**config.mk**
```make
export PLATFORM = sky130hd
export DESIGN_NAME = rotary_encoder_switch_debouncer_core_flat
export DESIGN_NICKNAME = d
export VERILOG_FILES = /design/src/sv/resd_pkg.sv /design/src/sv/resd_if.sv /design/src/sv/resd_prescale.sv /design/src/sv/resd_encoder.sv /design/src/sv/resd_switch.sv /design/src/sv/rotary_encoder_switch_debouncer_core.sv /design/src/flat_wrapper.sv
export SDC_FILE = /design/constraint.sdc
export NUM_CORES = 1
export LEC_CHECK = 0
export BUFFER_PORTS_ARGS = -buffer_cell sky130_fd_sc_hd__buf_2
export CAP_MARGIN = 5
export CORE_MARGIN = 2
export CORE_UTILIZATION = 35
export CTS_CLUSTER_SIZE = 25
export DETAILED_ROUTE_END_ITERATION = 10
export PLACE_DENSITY = 0.5
export SLEW_MARGIN = 10
export SYNTH_ARGS = -nofsm -noshare
export SYNTH_HDL_FRONTEND = slang
export SYNTH_HIERARCHICAL = 1
export SYNTH_SLANG_ARGS = --single-unit
```
**constraint.sdc**
```tcl
create_clock -name clock -period 3.9 [get_ports clock]
set_input_delay 0.39 -clock clock [delete_from_list [all_inputs] [get_ports clock]]
set_output_delay 0.39 -clock clock [all_outputs]
set_load 0.01 [all_outputs]
```
**src/sv/resd_pkg.sv**
```systemverilog
package resd_pkg;

   // widths fixed by the register and field definitions
   localparam int PeriodW = 16;
   localparam int TickW   = PeriodW + 1;
   localparam int CsrIdxW = 8;

   typedef logic [PeriodW-1:0]  period_type;
   typedef logic [TickW-1:0]    tick_type;
   typedef logic [CsrIdxW-1:0]  csr_index_type;
   typedef logic signed [1:0]   increment_type;
   typedef logic [1:0]          history_type;

   // register indexes
   localparam csr_index_type CSR_ENCODER_PERIOD = 8'd0;
   localparam csr_index_type CSR_SWITCH_PERIOD  = 8'd1;

   // two-sample history: previous level high, new level low
   localparam history_type HIST_FALL = 2'b10;
   localparam history_type HIST_LOW  = 2'b00;

   // step codes
   localparam increment_type INC_NONE = 2'sb00;
   localparam increment_type INC_CW   = 2'sb01;
   localparam increment_type INC_CCW  = 2'sb11;

endpackage

```
**src/sv/resd_if.sv**
```systemverilog
interface resd_req_if;
   import resd_pkg::*;
   logic valid;
   logic ready;
   logic a_level;
   logic b_level;
   logic switch_level;
   modport source (output valid, a_level, b_level, switch_level, input ready);
   modport sink   (input valid, a_level, b_level, switch_level, output ready);
endinterface

interface resd_rsp_if;
   import resd_pkg::*;
   logic          valid;
   logic          ready;
   increment_type increment;
   logic          switch_pressed;
   modport source (output valid, increment, switch_pressed, input ready);
   modport sink   (input valid, increment, switch_pressed, output ready);
endinterface

interface resd_csr_if;
   import resd_pkg::*;
   logic          valid;
   logic          ready;
   csr_index_type index;
   period_type    data;
   modport source (output valid, index, data, input ready);
   modport sink   (input valid, index, data, output ready);
endinterface

```
**src/sv/resd_prescale.sv**
```systemverilog
module resd_prescale (
   input  logic                 clock,
   input  logic                 reset,
   input  logic                 advance,
   input  resd_pkg::period_type period,
   output logic                 fire
);
   import resd_pkg::*;

   tick_type count_ff;
   tick_type count_in;
   tick_type count_inc;

   assign count_inc = count_ff + tick_type'(1);
   // a lowered period fires at once if the count already passed it
   assign fire      = advance && (count_inc > {1'b0, period});

   always_comb begin
      if (!advance) begin
         count_in = count_ff;
      end else if (fire) begin
         count_in = '0;
      end else begin
         count_in = count_inc;
      end
   end

   always_ff @(posedge clock) begin
      if (reset) begin
         count_ff <= '0;
      end else begin
         count_ff <= count_in;
      end
   end

endmodule

```
**src/sv/resd_encoder.sv**
```systemverilog
module resd_encoder (
   input  logic                    clock,
   input  logic                    reset,
   input  logic                    sample,
   input  logic                    a_level,
   input  logic                    b_level,
   output resd_pkg::increment_type increment
);
   import resd_pkg::*;

   history_type   a_hist_ff, a_hist_in;
   history_type   b_hist_ff, b_hist_in;
   increment_type inc_ff, inc_in;

   always_comb begin
      a_hist_in = a_hist_ff;
      b_hist_in = b_hist_ff;
      inc_in    = inc_ff;
      if (sample) begin
         a_hist_in = {a_hist_ff[0], a_level};
         b_hist_in = {b_hist_ff[0], b_level};
         if (a_hist_in == HIST_FALL && b_hist_in == HIST_LOW) begin
            inc_in = INC_CW;
         end else if (b_hist_in == HIST_FALL && a_hist_in == HIST_LOW) begin
            inc_in = INC_CCW;
         end else begin
            inc_in = INC_NONE;
         end
      end
   end

   always_ff @(posedge clock) begin
      if (reset) begin
         a_hist_ff <= '0;
         b_hist_ff <= '0;
         inc_ff    <= INC_NONE;
      end else begin
         a_hist_ff <= a_hist_in;
         b_hist_ff <= b_hist_in;
         inc_ff    <= inc_in;
      end
   end

   assign increment = inc_ff;

endmodule

```
**src/sv/resd_switch.sv**
```systemverilog
module resd_switch #(
   parameter int INTEGRATE_LIMIT = 10
) (
   input  logic clock,
   input  logic reset,
   input  logic sample,
   input  logic switch_level,
   output logic switch_pressed
);
   import resd_pkg::*;

   localparam int IntW = $clog2(INTEGRATE_LIMIT + 1) + 1;
   localparam logic signed [IntW-1:0] LimHigh = IntW'(INTEGRATE_LIMIT);
   localparam logic signed [IntW-1:0] LimLow  = -LimHigh;

   logic signed [IntW-1:0] integ_ff, integ_in;
   logic                   pressed_ff, pressed_in;

   always_comb begin
      integ_in   = integ_ff;
      pressed_in = pressed_ff;
      if (sample) begin
         if (switch_level) begin
            if (integ_ff >= LimHigh) begin
               integ_in   = LimHigh;
               pressed_in = 1'b0;
            end else begin
               integ_in = integ_ff + IntW'(1);
            end
         end else begin
            if (integ_ff <= LimLow) begin
               integ_in   = LimLow;
               pressed_in = 1'b1;
            end else begin
               integ_in = integ_ff - IntW'(1);
            end
         end
      end
   end

   always_ff @(posedge clock) begin
      if (reset) begin
         integ_ff   <= '0;
         pressed_ff <= 1'b0;
      end else begin
         integ_ff   <= integ_in;
         pressed_ff <= pressed_in;
      end
   end

   assign switch_pressed = pressed_ff;

   a_integ_bounded: assert property (@(posedge clock) disable iff (reset)
      integ_ff >= LimLow && integ_ff <= LimHigh)
      else $error("switch integrator out of range");

endmodule

```
**src/sv/rotary_encoder_switch_debouncer_core.sv**
```systemverilog
// rotary encoder decoder with push-switch debounce
//
// req_if carries one sampling tick per request: levels of encoder channels a and b
// and of the switch pin. every accepted request gives exactly one response on
// rsp_if: the held step (+1, -1 or 0) and the debounced pressed flag, both as
// they stand after that tick.
// csr_if writes the two prescale periods (index 0 encoder, 1 switch, period is
// ticks between samples minus one); other indexes are ignored. it is always
// ready and is meant to be written while no request is in flight.
// a response is registered and is valid the cycle after its request is accepted.
// throughput: one request per cycle while rsp_if.ready stays high, set by the
// single state update per tick; the path state itself is the response register.
// when the receiver stalls, the response holds and req_if.ready follows
// rsp_if.ready, so one request can still be taken in the cycle the pending
// response leaves.
// reset (synchronous): periods 0, counters and histories 0, step 0, integrator
// 0, switch released, no response pending.
module rotary_encoder_switch_debouncer_core #(
   parameter int INTEGRATE_LIMIT = 10
) (
   input logic       clock,
   input logic       reset,
   resd_req_if.sink  req_if,
   resd_rsp_if.source rsp_if,
   resd_csr_if.sink  csr_if
);
   import resd_pkg::*;

   period_type enc_period_ff;
   period_type sw_period_ff;
   logic       rsp_valid_ff;
   logic       accept;
   logic       enc_fire;
   logic       sw_fire;

   // configuration writes, always taken
   assign csr_if.ready = 1'b1;

   always_ff @(posedge clock) begin
      if (reset) begin
         enc_period_ff <= '0;
         sw_period_ff  <= '0;
      end else if (csr_if.valid) begin
         case (csr_if.index)
            CSR_ENCODER_PERIOD: enc_period_ff <= csr_if.data;
            CSR_SWITCH_PERIOD:  sw_period_ff  <= csr_if.data;
            default: ;
         endcase
      end
   end

   // take a request whenever the response slot is empty or being drained
   assign req_if.ready = !rsp_valid_ff || rsp_if.ready;
   assign accept       = req_if.valid && req_if.ready;

   always_ff @(posedge clock) begin
      if (reset) begin
         rsp_valid_ff <= 1'b0;
      end else if (accept) begin
         rsp_valid_ff <= 1'b1;
      end else if (rsp_if.ready) begin
         rsp_valid_ff <= 1'b0;
      end
   end

   // per-path prescalers, stepped once per tick
   resd_prescale u_enc_prescale (
      .clock   (clock),
      .reset   (reset),
      .advance (accept),
      .period  (enc_period_ff),
      .fire    (enc_fire)
   );

   resd_prescale u_sw_prescale (
      .clock   (clock),
      .reset   (reset),
      .advance (accept),
      .period  (sw_period_ff),
      .fire    (sw_fire)
   );

   // encoder step decode, output is the held step register
   resd_encoder u_encoder (
      .clock     (clock),
      .reset     (reset),
      .sample    (enc_fire),
      .a_level   (req_if.a_level),
      .b_level   (req_if.b_level),
      .increment (rsp_if.increment)
   );

   // switch integrator, output is the pressed flag register
   resd_switch #(
      .INTEGRATE_LIMIT (INTEGRATE_LIMIT)
   ) u_switch (
      .clock          (clock),
      .reset          (reset),
      .sample         (sw_fire),
      .switch_level   (req_if.switch_level),
      .switch_pressed (rsp_if.switch_pressed)
   );

   assign rsp_if.valid = rsp_valid_ff;

   // the held step is never the unused code
   a_inc_code: assert property (@(posedge clock) disable iff (reset)
      rsp_if.increment == INC_NONE || rsp_if.increment == INC_CW ||
      rsp_if.increment == INC_CCW)
      else $error("illegal step code");

   // an accepted request always leaves a response pending
   a_accept_rsp: assert property (@(posedge clock) disable iff (reset)
      accept |=> rsp_valid_ff)
      else $error("accepted request without response");

   // a pending response is never overwritten before it is taken
   a_no_overrun: assert property (@(posedge clock) disable iff (reset)
      accept |-> (!rsp_valid_ff || rsp_if.ready))
      else $error("response overwritten");

   // path state only moves on an accepted request
   a_state_hold: assert property (@(posedge clock) disable iff (reset)
      !accept |=> $stable(rsp_if.increment) && $stable(rsp_if.switch_pressed))
      else $error("state changed without a request");

endmodule

```
**src/flat_wrapper.sv**
```systemverilog
// flat-port wrapper written by rule: the top's interface ports become plain ports
module rotary_encoder_switch_debouncer_core_flat import resd_pkg::*;
#(
   parameter int INTEGRATE_LIMIT = 10
)
  (clock, reset, req_if_valid, req_if_a_level, req_if_b_level, req_if_switch_level, req_if_ready, rsp_if_valid, rsp_if_increment, rsp_if_switch_pressed, rsp_if_ready, csr_if_valid, csr_if_index, csr_if_data, csr_if_ready);
  resd_req_if req_if_i ();
  resd_rsp_if rsp_if_i ();
  resd_csr_if csr_if_i ();
  input logic clock;
  input logic reset;
  input wire logic [$bits(req_if_i.valid)-1:0] req_if_valid;
  input wire logic [$bits(req_if_i.a_level)-1:0] req_if_a_level;
  input wire logic [$bits(req_if_i.b_level)-1:0] req_if_b_level;
  input wire logic [$bits(req_if_i.switch_level)-1:0] req_if_switch_level;
  output wire logic [$bits(req_if_i.ready)-1:0] req_if_ready;
  output wire logic [$bits(rsp_if_i.valid)-1:0] rsp_if_valid;
  output wire logic [$bits(rsp_if_i.increment)-1:0] rsp_if_increment;
  output wire logic [$bits(rsp_if_i.switch_pressed)-1:0] rsp_if_switch_pressed;
  input wire logic [$bits(rsp_if_i.ready)-1:0] rsp_if_ready;
  input wire logic [$bits(csr_if_i.valid)-1:0] csr_if_valid;
  input wire logic [$bits(csr_if_i.index)-1:0] csr_if_index;
  input wire logic [$bits(csr_if_i.data)-1:0] csr_if_data;
  output wire logic [$bits(csr_if_i.ready)-1:0] csr_if_ready;
  assign req_if_i.valid = req_if_valid;
  assign req_if_i.a_level = req_if_a_level;
  assign req_if_i.b_level = req_if_b_level;
  assign req_if_i.switch_level = req_if_switch_level;
  assign req_if_ready = req_if_i.ready;
  assign rsp_if_valid = rsp_if_i.valid;
  assign rsp_if_increment = rsp_if_i.increment;
  assign rsp_if_switch_pressed = rsp_if_i.switch_pressed;
  assign rsp_if_i.ready = rsp_if_ready;
  assign csr_if_i.valid = csr_if_valid;
  assign csr_if_i.index = csr_if_index;
  assign csr_if_i.data = csr_if_data;
  assign csr_if_ready = csr_if_i.ready;
  rotary_encoder_switch_debouncer_core #(.INTEGRATE_LIMIT(INTEGRATE_LIMIT)) u_core (.clock(clock), .reset(reset), .req_if(req_if_i), .rsp_if(rsp_if_i), .csr_if(csr_if_i));
endmodule
```
-- Yosys cells after proc, flatten, opt, wreduce, memory -nomap -nowiden
Cells that the tools add are included.
- add/subtract/negate cells: 4
- magnitude comparators: 4
- equal/unequal tests: 4
- mux-type cells: 12
- reductions and logical operators: 15
- operators with widths (kind ; number):
    $add A17 B1 Y17 const B ; 2
    $gt A17 B16 Y1 ; 2
    $mux W17 ; 2
    $mux W5 ; 3
    $eq A8 B1 Y1 const B ; 1
    $logic_not A8 Y1 ; 1
    $add A5 B2 Y5 const B ; 1
    $ge A5 B5 Y1 const B ; 1
    $le A5 B5 Y1 const B ; 1
    $logic_and A1 B1 Y1 ; 5
    $mux W1 ; 5
    $sub A5 B2 Y5 const B ; 1
    $eq A2 B2 Y1 const B ; 2
    $logic_not A2 Y1 ; 2
    $mux W2 ; 2
    $reduce_and A2 Y1 ; 2
    $reduce_bool A2 Y1 ; 2
    $reduce_and A3 Y1 ; 1
    $ne A2 B1 Y1 const B ; 1
    $logic_not A1 Y1 ; 1
    $logic_or A1 B1 Y1 ; 1
- register bits: 77
- input bits: 32
- output and inout bits: 6
- word-level logic and storage cells: 49

-- Logic depth before layout (Yosys ltp)
Gate-level depths: netlist (run 1).
- word-level depth: 5
- gate-level depth with buffers: 17
- depth with buffers taken out: 15

-- By module
Netlist (run 1), hierarchy kept.
- modules (own cells, without submodules) (module ; instances ; cells an instance ; area an instance (sq um) ; sequential area each (sq um)):
    resd_prescale at u_core.u_sw_prescale ; 1 ; 195 ; 1584.0 ; 340.3
    rotary_encoder_switch_debouncer_core ; 1 ; 133 ; 1450.1 ; 660.6
    resd_prescale at u_core.u_enc_prescale ; 1 ; 159 ; 1361.3 ; 340.3
    resd_switch ; 1 ; 55 ; 436.7 ; 120.1
    resd_encoder ; 1 ; 14 ; 167.7 ; 80.1

-- Worst setup path after synthesis (run 1)
OpenSTA, ideal clock, no wires.
- kind: register -> register
- start point: register u_core.u_enc_prescale.count_ff[0]
- end point: register u_core.u_encoder.inc_ff[1], in the netlist u_core/u_encoder/increment[1]
- library setup time: 0.059 ns
- arrival time: 3.317 ns
- slack: 0.524 ns
- cell stages (with the launch flop): 15
- cells stage by stage: dfxtp_1 > ha_1 > nand3_2 > nor3_4 > nand2_1 > and2_1 > or2_1 > ha_1 > nand3_2 > or3_4 > nand2b_4 > a31o_4 > a21boi_1 > nor4b_4 > a32o_2
- word-level cells in the longest chain between the ends: 3
- ends and longest elaborated chain (what ; line ; source):
    from (decl) ; resd_prescale.sv:10 ; tick_type count_ff;
    from (signal assigned) ; resd_prescale.sv:32 ; count_ff <= count_in;
    $add A17 B1 Y17 ; resd_prescale.sv:14 ; assign count_inc = count_ff + tick_type'(1);
    $gt A17 B16 Y1 ; resd_prescale.sv:16 ; assign fire = advance && (count_inc > {1'b0, period});
    $logic_and A1 B1 Y1 ; resd_prescale.sv:16 ;
    named net u_core.enc_fire ; rotary_encoder_switch_debouncer_core.sv:33 ; logic enc_fire;
    to (signal assigned) ; resd_encoder.sv:40 ; inc_ff <= inc_in;
    to (decl) ; resd_encoder.sv:13 ; increment_type inc_ff, inc_in;
The timed path passes the listed nets, and every way through them passes these cells.
A chain may end at the register's enable or synchronous reset.

-- Worst setup path after layout (run 1)
- start point: register u_core.u_sw_prescale.count_ff[0]
- end point: register u_core.u_switch.integ_ff[1]
- word-level cells in the longest chain between the ends: 3
- ends and longest elaborated chain (what ; line ; source):
    from (decl) ; resd_prescale.sv:10 ;
    from (signal assigned) ; resd_prescale.sv:32 ;
    $add A17 B1 Y17 ; resd_prescale.sv:14 ;
    $gt A17 B16 Y1 ; resd_prescale.sv:16 ;
    $logic_and A1 B1 Y1 ; resd_prescale.sv:16 ;
    named net u_core.sw_fire ; rotary_encoder_switch_debouncer_core.sv:34 ; logic sw_fire;
    to (signal assigned) ; resd_switch.sv:46 ; integ_ff <= integ_in;
    to (decl) ; resd_switch.sv:16 ; logic signed [IntW-1:0] integ_ff, integ_in;
The timed path passes the listed nets, and every way through them passes these cells.

==> results.md, run 1 <==
* Design Power at 1.94 mW
* Dpl hpwl at 8500 microns
* GRT Total Usage at 15.8%
* Critical path class: register to register
* Setup_tns at 0 ns
* Worst path max stage delay at 0.41 ns
* Sequential-to-total area share from yosys stat at 30.8%
* Max FO, Critical Path at 7
* Async S/R FF share, synth at 0%
* Library cells used by synthesis at 80
* IO buf count at 36
* R2R cell count at 14
* Clock transition at path regs at 0.06 ns
* Largest net degree at the start of global routing at 57
* Lkg Pwr at 2.30 nW
* Setup Fix Bufs, Post-CTS at 0
* Top Ports at 38
* Mapped Cells at 556
* End-of-flow core utilization at 40.9%
* Setup violations, final at 0
* Clock Skew at 0.00649 ns
* Max_slew headroom at 56.3%
* Most numerous cell in the Yosys netlist: dfxtp_1
* RSZ-0062 raised after global routing: false
* Slew Viols, Final at 0
* Final ANT Viol Nets at 0
* Drt pass-1 iters at 4
* Initial antenna violation count at 0
* Chip Width at 124 microns
* Chip height at 124 microns
* Number of gates resized after CTS at 0
* Gr ovfl total at 0
* WL/cell at 14.6 microns
* Post-Synthesis Cell Area at 5000 sq um
* Fmax at 275 MHz
* Crit share post-route at 93.2%
* Inst Count DP at 756
* CP arrival at 3.87 ns
* # diodes at 0
* CTS Hold Buffers Added at 0
* Final worst path period need at 3.64 ns
* CP startpoint: u_core/u_sw_prescale/count_ff[0]
* Synth Flop Type: dfxtp_1
* Worst vdd ir at 0.215 mV
* Post-synth EDFFs at 0
* First-pass GRT wire length at 18600 microns
* Post-Route WL at 11300 microns
* Syn_nets at 625
* RR Endpoint: u_core/u_switch/integ_ff[1]
* Req. time, crit path at 4.13 ns
* Fraction of layout cells with a size suffix above 1 at 17.6%
* Max cap viols at 0
* Initial DRC Count at 253
* Total clock buffers created by CTS at 9
* Num rows at 43
* H-tree depth reported by CTS at 3
* Commonest cells in the netlist: dfxtp_1 (77), nand2b_1 (50), nand2_1 (46)
* Synth-to-layout area growth at 13.9%
* Fin. Hold Viols at 0
* CTS tree: yes
* Clock buffer depth at 2
* Power per cell area at 341 nW/um^2
* Vias in the first global route at 3782
* DRC viols at 0
* Synth Register Bits at 77
* Clock Root Buffer: clkbuf_16
* Cell Chain, Critical Path: ha_1 > and4_2 > nand4_1 > xnor2_1 > ha_1 > and3_4 > a221o_1 > a31oi_4 > o21ai_2 > a21oi_2 > nor2_2 > inv_1 > nor4b_1 > a2111oi_1
* Top-area cell type share of the netlist area at 30.8%
* Nets at 656
* Worst setup endpoint: u_core/u_switch/integ_ff[1]
* RR Startpoint: u_core/u_sw_prescale/count_ff[0]
* Worst-Margin Slew at 0.653 ns
* Top cell by count, worst path: ha_1
* Crit-path slowest cell: dfxtp_1
* Post-synth top area cell: dfxtp_1
* Total core area at 13900 sq um
* Synth top area cells: dfxtp_1 (31%), ha_1 (9.3%), mux2i_1 (6.8%)
* Sink Count at 77
* Worst Hold Class: primary input to register
* Run status: finished clean
* Worst-Skew Late Latency at 0.35 ns
* Via count at 3900
* Vias per cell at 5.05
* Full die area at 15300 sq um
* Syn avg cell area at 8.99 sq um
* Synthesis Warnings at 6
* CP Capture Type: register
* Critical path launch point type: register
* Fin cells at 772
* Worst reg2reg setup slack at 0.26 ns
* Starting Density at 35.9%
* Final Wtd Congestion at 0.809
-- power breakdown --
part | internal [mW] | switching [mW]
clock | 0.629 | 0.337
combinational | 0.0683 | 0.0884
sequential | 0.799 | 0.0190
total | 1.50 | 0.444
-- final cells by class --
cell class,count,area [sq um]
Multi-Input combinational cell,412,3170
Sequential cell,77,1540
Timing Repair Buffer,46,255
Clock inverter,3,65.1
Fill cell,1396,8240
Inverter,41,154
Clock buffer,13,280
Tap cell,180,225
-- layer usage --
metal | track usage, % | share of wire (%) | vias to the layer above
li1 | - | - | 2049
met1 | 21.0 | 50 | 1778
met2 | 24.9 | 44 | 61
met3 | 4.89 | 4.6 | 12
met4 | 4.19 | 1.3 | 0
met5 | 0 | 0 | -
-- state kept, by name, indices dropped and copies added, names as in the netlist --
name,cells
u_core/u_switch/integ_ff,5
u_core/u_encoder/increment,2
u_core/sw_period_ff,16
u_core/u_sw_prescale/count_ff,17
u_core/u_encoder/b_hist_ff,1
u_core/u_switch/switch_pressed,1
u_core/enc_period_ff,16
u_core/u_enc_prescale/count_ff,17
u_core/rsp_if.valid,1
u_core/u_encoder/a_hist_ff,1
-- cells in the final DEF, fill, tap and decap left out, types with 16 or more instances in the layout --
cell,n
inv_1,41
xnor2_1,16
mux2i_1,34
buf_2,36
ha_1,37
dfxtp_1,76
nor2_1,20
nand2_1,46
a21oi_1,23
nand2b_1,50
-- worst max-delay path, delay by kind of cell (launching register included) --
kind	cells	cell delay [ns]
xor gates and xnor gates	1	0.23
adders and majority gates	2	0.57
buffers and inverters	1	0.21
AOI/OAI and AO/OA	5	1.22
and+or+nand+nor	5	0.86
DFF	1	0.41
-- how the worst min path moves through the flow --
stage | startpoint | to | depth (start not counted)
global placement | u_core/u_encoder/increment[1] | u_core/u_encoder/increment[1] | 1
floorplan | u_core/u_enc_prescale/count_ff[13] | u_core/u_enc_prescale/count_ff[13] | 2
CTS | req_if_valid | u_core/rsp_if.valid | 3
detailed placement | u_core/u_encoder/increment[1] | u_core/u_encoder/increment[1] | 1
finish | req_if_valid | u_core/rsp_if.valid | 3
global route | req_if_valid | u_core/rsp_if.valid | 3
-- through the flow --
stage / worst slack (ns) / cell area (sq um) / hold slack [ns]
after floorplan: 0.524 / 5000 / 0.445
after global placement: 0.107 / 5330 / 0.452
after detailed placement: 0.0582 / 5330 / 0.461
after CTS: 0.0400 / 5680 / 0.272
after global routing: 0.00155 / 5700 / 0.298
final: 0.264 / 5700 / 0.285
-- cells by family (layout without fill, tap and decap cells) --
| kind of cell | count (synthesis) | count (layout) | synth area share (%) |
|---|---|---|---|
| XOR/XNOR | 27 | 27 | 4.88 |
| multiplexers | 34 | 34 | 6.81 |
| flip-flops | 77 | 77 | 30.8 |
| buffers and inverters | 67 | 103 | 6.06 |
| AO/OA/AOI/OAI | 91 | 91 | 15.1 |
| adder cells (fa/ha/maj) | 37 | 37 | 9.26 |
| other | 1 | 1 | 0.0750 |
| AND/OR/NAND/NOR | 222 | 222 | 27.0 |
No activity file was read; power rests on OpenSTA's default activity.
==> run 2, diff against run 1 <==
--- a/config.mk
+++ b/config.mk
@@ -12,6 +12,7 @@
 export CTS_CLUSTER_SIZE = 25
 export DETAILED_ROUTE_END_ITERATION = 10
 export PLACE_DENSITY = 0.5
+export SETUP_SLACK_MARGIN = 0.4
 export SLEW_MARGIN = 10
 export SYNTH_ARGS = -nofsm -noshare
 export SYNTH_HDL_FRONTEND = slang
==> results.md, run 2 (synthesized netlist as in run 1, its figures left out) <==
* Crit-path slowest cell: nor4_4
* Num rows at 43
* GRT Total Usage at 16.1%
* Fraction of layout cells with a size suffix above 1 at 23.5%
* Vias in the first global route at 3846
* Power per cell area at 329 nW/um^2
* Min-Delay Startpoint: req_if_valid
* Full die area at 15300 sq um
* H-tree depth reported by CTS at 3
* Dpl hpwl at 8500 microns
* Max_slew headroom at 52.7%
* Top Ports at 38
* Run status: finished clean
* Final Wtd Congestion at 0.809
* Max FO, Critical Path at 7
* RSZ-0062 raised after global routing: true
* Clock Skew at 0.00569 ns
* Commonest non-fill, non-tap cell in the layout: dfxtp_1
* Worst path max stage delay at 0.44 ns
* Max cap viols at 0
* CP Buf/Inv Count at 0
* Cell Chain, Critical Path: nand4_1 > nor4_4 > nand2_1 > and2_4 > or2_1 > ha_1 > nand3_2 > or3_4 > nand2b_4 > a31o_4 > a21boi_4 > nor4b_4 > a32o_2
* Vias per cell at 5.10
* Req. time, crit path at 4.19 ns
* End-of-flow core utilization at 42.5%
* Critical path class: register to register
* Setup_tns at 0 ns
* CTS Hold Buffers Added at 0
* CTS tree: yes
* First-pass GRT wire length at 18900 microns
* Worst vdd ir at 0.209 mV
* Drt pass-1 iters at 4
* Sink Count at 77
* Worst reg2reg setup slack at 0.52 ns
* Worst-Margin Slew at 0.707 ns
* Setup violations, final at 0
* Clock Root Buffer: clkbuf_16
* CP arrival at 3.67 ns
* Largest net degree at the start of global routing at 57
* Worst-Skew Late Latency at 0.34 ns
* Fin. Hold Viols at 0
* Total clock buffers created by CTS at 9
* Initial antenna violation count at 0
* Starting Density at 35.9%
* Hold path endpoint: u_core/rsp_if.valid
* # diodes at 0
* Chip Width at 124 microns
* Post-Route WL at 11700 microns
* Lkg Pwr at 2.41 nW
* Crit share post-route at 86.6%
* Cell class contributing the biggest share of worst-path delay: simple AND/OR/NAND/NOR gates
* Nets at 668
* Final ANT Viol Nets at 0
* Slew Viols, Final at 0
* Chip height at 124 microns
* Synth-to-layout area growth at 18.4%
* R2R cell count at 13
* Hold path cells at 3
* RR Startpoint: u_core/u_enc_prescale/count_ff[0]
* Critical path launch point type: register
* Clock buffer depth at 2
* WL/cell at 14.9 microns
* IO buf count at 36
* Initial DRC Count at 215
* Most frequent cells in the layout: dfxtp_1 (66), nand2b_1 (50), nand2_1 (45), inv_1 (40), buf_2 (36)
* Largest regs: u_core/u_enc_prescale/count_ff: 17 flops, u_core/u_sw_prescale/count_ff: 17 flops
* Fmax at 296 MHz
* Gr ovfl total at 0
* CP Capture Type: register
* Via count at 3995
* Worst Hold Class: primary input to register
* Total core area at 13900 sq um
* Fill cell count at 1396
* Final worst path period need at 3.38 ns
* DRC viols at 0
* RR Endpoint: u_core/u_encoder/increment[1]
* Clock transition at path regs at 0.06 ns
-- run 2: cell types whose count changed in the layout (fill, tap and decap cells not counted), sizes merged --
cell,before,now
buf,46,58
-- run 2: area by class of cell --
cell class / instances / area (sq um) / share of cell area (%)
multi-input cells: 412 / 3290 / 55.5
flip-flops and latches: 77 / 1570 / 26.4
repair buffers: 58 / 345 / 5.83
clock buffers: 13 / 280 / 4.73
well taps: 180 / 225 / 3.80
inverters: 41 / 154 / 2.60
clock inverters: 3 / 65.1 / 1.10
-- run 2: routing by layer --
| metal | wire (microns) | part of all wire, % | track usage (%) |
|---|---|---|---|
| met2 | 5240 | 45 | 25.7 |
| met4 | 142 | 1.2 | 3.91 |
| met3 | 548 | 4.7 | 4.89 |
| met5 | 0 | 0 | 0 |
| met1 | 5720 | 49 | 21.2 |
-- run 2: stage by stage --
stage / setup WS (ns) / total power [mW] / hold WS (ns) / std cells / cell area, sq um
6_report: 0.523 / 1.95 / 0.285 / 784 / 5920
5_1_grt: 0.340 / 2.03 / 0.298 / 784 / 5920
2_1_floorplan: 0.524 / 0.936 / 0.445 / 556 / 5000
3_3_place_gp: 0.107 / 0.989 / 0.452 / 756 / 5330
4_1_cts: 0.409 / 1.98 / 0.272 / 774 / 5740
3_5_place_dp: 0.0582 / 0.990 / 0.461 / 756 / 5330
-- run 2: worst max path at each step --
stage	from	end	slack, ns	depth (start not counted)
final	u_core/u_enc_prescale/count_ff[0]	u_core/u_encoder/increment[1]	0.52	13
after global routing	u_core/u_enc_prescale/count_ff[0]	u_core/u_encoder/increment[1]	0.34	13
after CTS	u_core/u_sw_prescale/count_ff[0]	u_core/u_switch/integ_ff[1]	0.41	14
after detailed placement	u_core/u_sw_prescale/count_ff[0]	u_core/u_switch/integ_ff[2]	0.06	14
after global placement	u_core/u_enc_prescale/count_ff[0]	u_core/u_encoder/increment[1]	0.11	14
after floorplan	u_core/u_enc_prescale/count_ff[0]	u_core/u_encoder/increment[1]	0.52	14
-- run 2: repair_timing --
| action | 4_1_cts | 5_1_grt |
|---|---|---|
| setup endpoints to repair | 20 | 22 |
| gates resized for setup | 15 | 31 |
| buffers inserted | 2 | 10 |
| pin swaps | 2 | 24 |
-- run 2: report_power, final --
part / internal [mW] / switching (mW)
clock: 0.629 / 0.336
sequential: 0.796 / 0.0189
combinational: 0.0743 / 0.0914
-- run 2: worst register-to-register path, delay by kind of cell, from the launching register on --
kind | cells | cell delay (ns)
adders and majority gates | 1 | 0.30
DFF | 1 | 0.37
and+or+nand+nor | 9 | 2.00
AOI/OAI and AO/OA | 3 | 0.65
